### src/npf_pkg.sv
// Shared constants, state encoding and status types for the next-prime finder.
`timescale 1ns / 1ps
`default_nettype none

package npf_pkg;

  // Width of the start and answer ports.
  localparam int IO_WIDTH = 32;

  // Default search width.
  localparam int VALUE_WIDTH_DEF = 32;

  typedef enum logic [2:0] {
    S_IDLE,
    S_CHECK,
    S_TRIAL,
    S_DIVIDE,
    S_NEXT,
    S_DONE
  } npf_state_t;

  // Status of the shared remainder unit.
  typedef struct packed {
    logic busy;
    logic done;
    logic is_zero;
  } npf_rem_stat_t;

endpackage

`default_nettype wire

### src/npf_rem_unit.sv
// Iterative shift-subtract remainder unit, one dividend bit per cycle.
`timescale 1ns / 1ps
`default_nettype none

module npf_rem_unit
  import npf_pkg::*;
#(
  parameter int VALUE_WIDTH = VALUE_WIDTH_DEF,
  parameter int DIV_WIDTH   = (VALUE_WIDTH + 1) / 2 + 1
) (
  input  wire logic                   clk,
  input  wire logic                   rst,
  input  wire logic                   start,
  input  wire logic [VALUE_WIDTH-1:0] dividend,
  input  wire logic [DIV_WIDTH-1:0]   divisor,
  output npf_rem_stat_t               stat
);

  localparam int CNT_WIDTH = $clog2(VALUE_WIDTH + 1);

  logic [VALUE_WIDTH-1:0] dvd;
  logic [DIV_WIDTH-1:0]   rem;
  logic [DIV_WIDTH-1:0]   rem_next;
  logic [CNT_WIDTH-1:0]   cnt;
  logic                   busy;
  logic                   done;
  logic [DIV_WIDTH:0]     shifted;
  logic [DIV_WIDTH:0]     diff;

  // The remainder stays below the divisor, so the shifted value is below twice it.
  always_comb begin
    shifted = {rem, dvd[VALUE_WIDTH-1]};
    diff    = shifted - {1'b0, divisor};
    if (shifted >= {1'b0, divisor}) begin
      rem_next = diff[DIV_WIDTH-1:0];
    end else begin
      rem_next = shifted[DIV_WIDTH-1:0];
    end
  end

  always_ff @(posedge clk) begin
    if (rst) begin
      busy <= 1'b0;
      done <= 1'b0;
    end else begin
      done <= 1'b0;
      if (start) begin
        busy <= 1'b1;
        dvd  <= dividend;
        rem  <= '0;
        cnt  <= CNT_WIDTH'(VALUE_WIDTH);
      end else if (busy) begin
        rem <= rem_next;
        dvd <= dvd << 1;
        cnt <= cnt - CNT_WIDTH'(1);
        if (cnt == CNT_WIDTH'(1)) begin
          busy <= 1'b0;
          done <= 1'b1;
        end
      end
    end
  end

  assign stat.busy    = busy;
  assign stat.done    = done;
  assign stat.is_zero = (rem == '0);

  a_start_idle: assert property (@(posedge clk) disable iff (rst)
    start |-> !busy)
    else $error("remainder unit started while busy");

  a_done_after_busy: assert property (@(posedge clk) disable iff (rst)
    done |-> !busy && $past(busy))
    else $error("remainder done without a finished run");

  a_keeps_running: assert property (@(posedge clk) disable iff (rst)
    busy && cnt != CNT_WIDTH'(1) |=> busy)
    else $error("remainder unit stopped early");

endmodule

`default_nettype wire

### src/next_prime_finder.sv
// Top level of the next-prime finder: search sequencer and answer register.
`timescale 1ns / 1ps
`default_nettype none

// Returns the smallest prime at or above start_value, searching within the low
// VALUE_WIDTH bits; if none fits, no_prime is 1 and prime_value is 0. One
// transaction is worked at a time and in_ready is low until its answer has been
// taken. Candidates below two or even are skipped, two is reported as prime, and
// an odd candidate is tried against odd divisors, from three up to the first
// divisor that divides it or the last d with d * d not above it. All remainders
// go through one shift-subtract unit that retires one dividend bit per cycle.
module next_prime_finder
  import npf_pkg::*;
#(
  parameter int VALUE_WIDTH = VALUE_WIDTH_DEF
) (
  input  wire logic                clk,
  input  wire logic                rst,
  input  wire logic                in_valid,
  output logic                     in_ready,
  input  wire logic [IO_WIDTH-1:0] start_value,
  output logic                     out_valid,
  input  wire logic                out_ready,
  output logic [IO_WIDTH-1:0]      prime_value,
  output logic                     no_prime
);

  localparam int DIV_WIDTH = (VALUE_WIDTH + 1) / 2 + 1;
  localparam int SQ_WIDTH  = VALUE_WIDTH + 2;

  npf_state_t state;
  npf_state_t state_next;

  logic [VALUE_WIDTH-1:0] cand;
  logic [DIV_WIDTH-1:0]   div_d;
  logic [SQ_WIDTH-1:0]    sq;
  npf_rem_stat_t          rem_stat;

  logic rem_start;
  logic load;
  logic step_cand;
  logic init_div;
  logic adv_div;
  logic set_found;
  logic set_fail;

  logic [VALUE_WIDTH+IO_WIDTH-1:0] start_ext;
  logic [VALUE_WIDTH+IO_WIDTH-1:0] cand_ext;

  assign start_ext = {{VALUE_WIDTH{1'b0}}, start_value};
  assign cand_ext  = {{IO_WIDTH{1'b0}}, cand};

  npf_rem_unit #(
    .VALUE_WIDTH(VALUE_WIDTH),
    .DIV_WIDTH  (DIV_WIDTH)
  ) u_rem (
    .clk     (clk),
    .rst     (rst),
    .start   (rem_start),
    .dividend(cand),
    .divisor (div_d),
    .stat    (rem_stat)
  );

  always_ff @(posedge clk) begin
    if (rst) begin
      state <= S_IDLE;
    end else begin
      state <= state_next;
    end
  end

  always_comb begin
    state_next = state;
    rem_start  = 1'b0;
    load       = 1'b0;
    step_cand  = 1'b0;
    init_div   = 1'b0;
    adv_div    = 1'b0;
    set_found  = 1'b0;
    set_fail   = 1'b0;
    in_ready   = 1'b0;
    out_valid  = 1'b0;
    unique case (state)
      S_IDLE: begin
        in_ready = 1'b1;
        if (in_valid) begin
          load       = 1'b1;
          state_next = S_CHECK;
        end
      end
      S_CHECK: begin
        priority if (cand < VALUE_WIDTH'(2)) begin
          state_next = S_NEXT;
        end else if (cand == VALUE_WIDTH'(2)) begin
          set_found  = 1'b1;
          state_next = S_DONE;
        end else if (!cand[0]) begin
          state_next = S_NEXT;
        end else begin
          init_div   = 1'b1;
          state_next = S_TRIAL;
        end
      end
      S_TRIAL: begin
        // The running square of the divisor replaces the d <= n / d test.
        if (sq <= SQ_WIDTH'(cand)) begin
          rem_start  = 1'b1;
          state_next = S_DIVIDE;
        end else begin
          set_found  = 1'b1;
          state_next = S_DONE;
        end
      end
      S_DIVIDE: begin
        if (rem_stat.done) begin
          if (rem_stat.is_zero) begin
            state_next = S_NEXT;
          end else begin
            adv_div    = 1'b1;
            state_next = S_TRIAL;
          end
        end
      end
      S_NEXT: begin
        // The search stops at the top of the range rather than wrapping.
        if (cand == '1) begin
          set_fail   = 1'b1;
          state_next = S_DONE;
        end else begin
          step_cand  = 1'b1;
          state_next = S_CHECK;
        end
      end
      S_DONE: begin
        out_valid = 1'b1;
        if (out_ready) begin
          state_next = S_IDLE;
        end
      end
      default: begin
        state_next = S_IDLE;
      end
    endcase
  end

  always_ff @(posedge clk) begin
    if (load) begin
      cand <= start_ext[VALUE_WIDTH-1:0];
    end else if (step_cand) begin
      cand <= cand + VALUE_WIDTH'(1);
    end
    if (init_div) begin
      div_d <= DIV_WIDTH'(3);
      sq    <= SQ_WIDTH'(9);
    end else if (adv_div) begin
      // (d + 2)^2 = d^2 + 4d + 4
      div_d <= div_d + DIV_WIDTH'(2);
      sq    <= sq + (SQ_WIDTH'(div_d) << 2) + SQ_WIDTH'(4);
    end
    if (set_found) begin
      prime_value <= cand_ext[IO_WIDTH-1:0];
      no_prime    <= 1'b0;
    end else if (set_fail) begin
      prime_value <= '0;
      no_prime    <= 1'b1;
    end
  end

  a_one_at_a_time: assert property (@(posedge clk) disable iff (rst)
    out_valid |-> !in_ready)
    else $error("input taken while an answer is pending");

  a_odd_divisor: assert property (@(posedge clk) disable iff (rst)
    state == S_TRIAL |-> div_d[0] && div_d >= DIV_WIDTH'(3))
    else $error("trial divisor is not an odd value of at least three");

  a_fail_is_zero: assert property (@(posedge clk) disable iff (rst)
    out_valid && no_prime |-> prime_value == '0)
    else $error("failed search reports a nonzero value");

  a_rem_idle_on_start: assert property (@(posedge clk) disable iff (rst)
    rem_start |-> !rem_stat.busy && state == S_TRIAL)
    else $error("remainder started outside the trial step");

endmodule

`default_nettype wire

### config.mk
export PLATFORM = sky130hd
export DESIGN_NAME = next_prime_finder
export DESIGN_NICKNAME = d
export VERILOG_FILES = /design/src/npf_pkg.sv /design/src/npf_rem_unit.sv /design/src/next_prime_finder.sv
export SDC_FILE = /design/constraint.sdc
export NUM_CORES = 1
export LEC_CHECK = 0
export BUFFER_PORTS_ARGS = -buffer_cell sky130_fd_sc_hd__buf_4
export CAP_MARGIN = 20
export CORE_UTILIZATION = 30
export CTS_CLUSTER_DIAMETER = 100
export CTS_CLUSTER_SIZE = 24
export DETAILED_ROUTE_END_ITERATION = 12
export PLACE_DENSITY_LB_ADDON = 0.08
export SYNTH_ARGS = -nofsm -noshare
export SYNTH_HDL_FRONTEND = slang
export SYNTH_SLANG_ARGS = --single-unit
### constraint.sdc
create_clock -name clk -period 6.8 [get_ports clk]
set_input_delay 0.34 -clock clk [delete_from_list [all_inputs] [get_ports clk]]
set_output_delay 0.34 -clock clk [all_outputs]
set_load 0.03 [all_outputs]
# Word-level counts from Yosys, hierarchy flattened
# Cells that the tools add are included.
[word_totals] wordCells=85 reg_bits=176 out_inout_bits=35 inputBits=36
[classes] reduce_logical=8 addsub=6 bitwise=2 n_eq_ne=11 n_mux=44 order_cmp=3
[op_table] cell="$mux 32" n=6
[op_table] cell="$add 34x19->34" n=1
[op_table] cell="$add 34x3->34 const B" n=1
[op_table] cell="$le 34x32->1" n=1
[op_table] cell="$mux 17" n=2
[op_table] cell="$add 32x1->32 const B" n=1
[op_table] cell="$eq 32x2->1 const B" n=1
[op_table] cell="$eq 32x32->1 const B" n=1
[op_table] cell="$lt 32x2->1 const B" n=1
[op_table] cell="$mux 3" n=9
[op_table] cell="$mux 1" n=24
[op_table] cell="$ge 18x17->1" n=1
[op_table] cell="$pmux 3 s6" n=1
[op_table] cell="$add 17x2->17 const B" n=1
[op_table] cell="$logic_not 17->1" n=1
[op_table] cell="$sub 17x17->17" n=1
[op_table] cell="$eq 3x2->1 const B" n=2
[op_table] cell="$eq 3x3->1 const B" n=2
[op_table] cell="$eq 6x1->1 const B" n=1
[op_table] cell="$mux 6" n=1
[op_table] cell="$reduce_bool 2->1" n=3
[op_table] cell="$sub 6x1->6 const B" n=1
[op_table] cell="$ne 2x2->1 const B" n=2
[op_table] cell="$eq 3x1->1 const B" n=1
[op_table] cell="7 further kinds" n=8

# Longest topological paths before layout
[depth] word_depth=5 ltp_mapped=13 depth_no_buf=13

# By module
# A second synthesis with hierarchy kept.
[hier_totals] hier_cells=1064 area_unflattened_um2=10556.4
[by_module_without_submodules] module="next_prime_finder" n_inst=1 seq_area_each_um2=2942.8 cells_per_inst=744 area_per_inst_um2=7016.7
[by_module_without_submodules] module="npf_rem_unit" n_inst=1 seq_area_each_um2=1691.6 cells_per_inst=320 area_per_inst_um2=3539.6

# Worst setup path before layout
# No wires, ideal clock.
[synth_path] path_kind="flip-flop to flip-flop" startpoint="register cand[27]" endpoint="register u_rem.cnt[0] (enable)" path_stages_with_launch=12 arrival_ns=4.895 n_path_buf=1 t_required_ns=6.331 setup_ns=0.469 slack_ns=1.436 synth_period_minus_slack_ns=5.364 cell_sequence="edfxtp_1 > inv_1 > ha_1 > nand4_1 > or4_1 > or3_1 > or4b_1 > o21ai_2 > and2_1 > buf_2 > nor2_1 > nor2_1"
[synth_between] elab_chain_len=5
[synth_rtl] element="start, declared" line_no="next_prime_finder.sv:34" text="logic [VALUE_WIDTH-1:0] cand;"
[synth_rtl] element="start signal, assigned" line_no="next_prime_finder.sv:149" text="cand <= start_ext[VALUE_WIDTH-1:0];"
[synth_rtl] element="start signal, assigned" line_no="next_prime_finder.sv:151" text="cand <= cand + VALUE_WIDTH'(1);"
[synth_rtl] element="$le 34x32->1" line_no="next_prime_finder.sv:107" text="if (sq <= SQ_WIDTH'(cand)) begin"
[synth_rtl] element="$mux 1" line_no="next_prime_finder.sv:107"
[synth_rtl] element="$mux 1" line_no="next_prime_finder.sv:84" text="unique case (state)"
[synth_rtl] element="$reduce_bool 2->1 (no line)"
[synth_rtl] element="$reduce_and 2->1 (no line)"
[synth_rtl] element="end signal, assigned" line_no="npf_rem_unit.sv:51" text="cnt <= CNT_WIDTH'(VALUE_WIDTH);"
[synth_rtl] element="end signal, assigned" line_no="npf_rem_unit.sv:55" text="cnt <= cnt - CNT_WIDTH'(1);"
[synth_rtl] element="end, declared" line_no="npf_rem_unit.sv:24" text="logic [CNT_WIDTH-1:0] cnt;"
# No other way between the ends.
# A chain may end at the register's enable or synchronous reset.

# Worst setup path after layout
[layout_path] startpoint="register cand[27]" endpoint="register prime_value[3] (enable)"
[layout_between] elab_chain_len=5 elab_cells_between_ends=11 cone_classes="2 x order compare; 2 x eq/ne; 6 x mux; 1 x reduce/logical"
[layout_rtl] element="parallel branches: the longest is 4 deep, another holds $le 34x32->1"
[layout_rtl] element="$reduce_bool 2->1 (no line) *"
[layout_rtl] element="end signal, assigned" line_no="next_prime_finder.sv:162" text="prime_value <= cand_ext[IO_WIDTH-1:0];"
[layout_rtl] element="end, declared" line_no="next_prime_finder.sv:24" text="output logic [IO_WIDTH-1:0] prime_value,"
# Mark *: on every way between the ends.

==> results.md <==
- Async SR Flop Fraction: 0%
- RSZ-0062 raised after global routing: false
- Htree depth: 4
- #FFs+latches synth: 172
- DIE HEIGHT: 186 µm
- DR vias: 7883
- GR Overflow Total: 0
- Post-cts resize count: 0
- Vias/cell: 4.90
- CP endpoint kind: flop
- Post-Syn Area: 10200 µm²
- Max_slew headroom: 30.9%
- WHS: 0.145 ns
- Net count, final: 1270
- Fraction of layout cells with a size suffix above 1: 10.7%
- Post-DP HPWL: 20800 µm
- EDFF count, synth: 119
- Outcome: finished clean
- Antenna violations before repair: 0
- Synth Warn #: 0
- Crit path max-delay family: simple AND/OR/NAND/NOR gates
- Maximum VDD drop: 159 µV
- Setup violators final: 0
- Largest net degree at the start of global routing: 65
- Clock transition at path regs: 0.06 ns
- Mean post-synth cell area: 9.39 µm²
- Worst path cell trace: inv_1 > ha_1 > nand4_1 > or4_1 > or3_1 > or4b_1 > o21ai_2 > nor3_1 > nor2_4 > nand2b_2
- Num CTS Buffers: 17
- Core Region: 33500 µm²
- Max FO, Critical Path: 34
- CP arrival: 4.48 ns
- Total wire length: 27900 µm
- Power Dens Cells: 216 nW/µm²
- Tmin final: 4.50 ns
- Final Skew: 0.0149 ns
- Number of global-route vias before repair: 7944
- CTS root buf: clkbuf_16
- Startpoint types: flop
- Crit Path Category: reg -> reg
- Post-CTS Hold Buffers: 0
- Sequential area share after synthesis: 45.4%
- Clk sinks: 172
- Highest Clock Rate: 222 MHz
- PortBufs: 70
- P_leak: 4.81 nW
- WP data required: 6.78 ns
- Post-Syn Nets: 1208
- Final hold violations: 0
- Ys flop type: edfxtp_1
- RePlAce Congestion: 0.800
- Initial DRC Count: 507
- Yosys cell types: 63
- Post-CTS Setup Bufs: 0
- Max-cap violations: 0
- Die span in x: 186 µm
- Initial Util: 30.4%
- Buffers & Inverters on Critical Path: 1
- P&R area growth vs syn: 16.0%
- Number of fill cells: 3486
- Tcrit/Tclk final: 66.2%
- Worst Hold Class: in -> reg
- First-pass GRT wire length: 44800 µm
- Remaining DRCs: 0
- Worst slew pin tran: 1.04 ns
- Total track usage: 16.5%
- Max-slew violations: 0
- Post-synthesis instance total: 1086
- Clock buffer depth: 2
- Layout Utilization: 35.3%
- # rows: 67
- Register area: 4630 µm²
- DR WL/cell: 17.3 µm
- I/O Pins: 71
- Setup TNS: 0 ns
- Antenna diodes: 0
- Multi-input gate area: 5190 µm²
- Crit path max-delay cell type: nor2_4
- Antenna viol nets, final: 0
- Drt pass-1 iters: 5
- Slowest stage delay, CP: 0.71 ns
- CTS tree: done
- Clk_lat worst skew: 0.44 ns
- Die ar.: 34700 µm²
worst paths after layout:
path,startpoint,to,slack [ns],depth (start not counted)
worst min register to register,u_rem.busy,u_rem.busy,0.48,2
worst max-delay path,cand[27],prime_value[3],2.30,10
worst max register to register,cand[27],prime_value[3],2.30,10
worst min-delay path,rst,u_rem.busy,0.15,2
kinds of logic (layout without fill, tap and decap cells):
group / Yosys count / after routing / share of synthesized area (%)
compound gates: 227 / 227 / 13.0
xor+xnor: 76 / 76 / 6.53
fa+ha+maj: 86 / 86 / 10.7
buf+inv: 102 / 177 / 3.97
flops: 172 / 172 / 45.4
mux: 16 / 16 / 1.57
simple gates: 407 / 407 / 18.8
power by group:
| part | total (W) | switching (W) | internal [W] |
|---|---|---|---|
| registers | 0.00124 | 0.0000541 | 0.00118 |
| clock network | 0.000981 | 0.000428 | 0.000553 |
| logic | 0.000332 | 0.000211 | 0.000121 |
per-stage QoR:
step	instance area, µm²	worst slack [ns]	total power, W	instances
CTS	11800	2.19	0.00259	1608
global placement	11200	2.23	0.00160	1576
floorplan	10200	1.44	0.00148	1086
finish	11800	2.30	0.00255	1609
detailed placement	11200	2.20	0.00160	1576
global route	11800	2.01	0.00268	1609
flip-flops by register name, summed over array words and instances, names as in the netlist:
| signal | flops |
|---|---|
| sq | 31 |
| cand | 32 |
| state | 3 |
| u_rem.cnt | 6 |
| div_d | 16 |
| no_prime | 1 |
| u_rem.busy | 1 |
| u_rem.done | 1 |
| u_rem.rem | 17 |
| prime_value | 32 |
| u_rem.dvd | 32 |
placed cells by master, fill, tap and decap left out, types with 3 or more instances in the layout:
cell / synthesis / layout
a211oi_1: 13 / 13
a21boi_0: 5 / 5
a21o_1: 11 / 11
a21oi_1: 57 / 57
and2_1: 8 / 7
and3_1: 8 / 8
and4_1: 8 / 8
buf_4: 1 / 79
clkbuf_16: 0 / 21
dfxtp_1: 53 / 53
edfxtp_1: 119 / 119
ha_1: 84 / 84
inv_1: 64 / 67
inv_4: 0 / 3
mux2i_1: 16 / 16
nand2_1: 136 / 136
nand2b_1: 6 / 5
nand3_1: 33 / 33
nand4_1: 22 / 22
nor2_1: 113 / 112
nor2b_1: 6 / 6
nor3_1: 19 / 18
nor3b_1: 3 / 3
nor4_1: 19 / 17
o211ai_1: 6 / 6
o21a_1: 6 / 6
o21ai_0: 103 / 103
o31ai_1: 5 / 5
or2_2: 4 / 4
or3_1: 9 / 9
xnor2_1: 67 / 67
xor2_1: 9 / 9
synthesized netlist by cell type (8+ instances only):
library cell,n,share of area [%]
and3_1,8,0.49
inv_1,64,2.4
xnor2_1,67,5.8
nand2_1,136,5.0
nor2_1,113,4.2
mux2i_1,16,1.6
edfxtp_1,119,35
nand3_1,33,1.6
and2_1,8,0.49
a211oi_1,13,0.96
clkbuf_1,24,0.88
xor2_1,9,0.77
ha_1,84,10
and4_1,8,0.69
nor3_1,19,0.93
or3_1,9,0.55
a21o_1,11,0.81
a21oi_1,57,2.8
nor4_1,19,1.2
dfxtp_1,53,10
nand4_1,22,1.3
buf_2,9,0.44
o21ai_0,103,5.1
area by class of cell:
cell class	count	area share, %
multi-input combinational	812	43.9
timing repair buffer	80	5.18
clock inverter	10	0.487
sequential	172	39.2
tap	448	4.74
clock buffer	22	4.47
inverter	65	2.06
metal layers:
| metal | track usage, % | wire length (µm) | vias to the layer above | part of all wire, % |
|---|---|---|---|---|
| met5 | 0 | 0 | - | 0 |
| met4 | 5.24 | 522 | 0 | 1.9 |
| met3 | 2.76 | 680 | 24 | 2.4 |
| met2 | 26.4 | 12900 | 112 | 46 |
| met1 | 22.5 | 13800 | 3732 | 49 |
| li1 | - | - | 4015 | - |
Note: power is estimated with default switching activity, not from simulation.
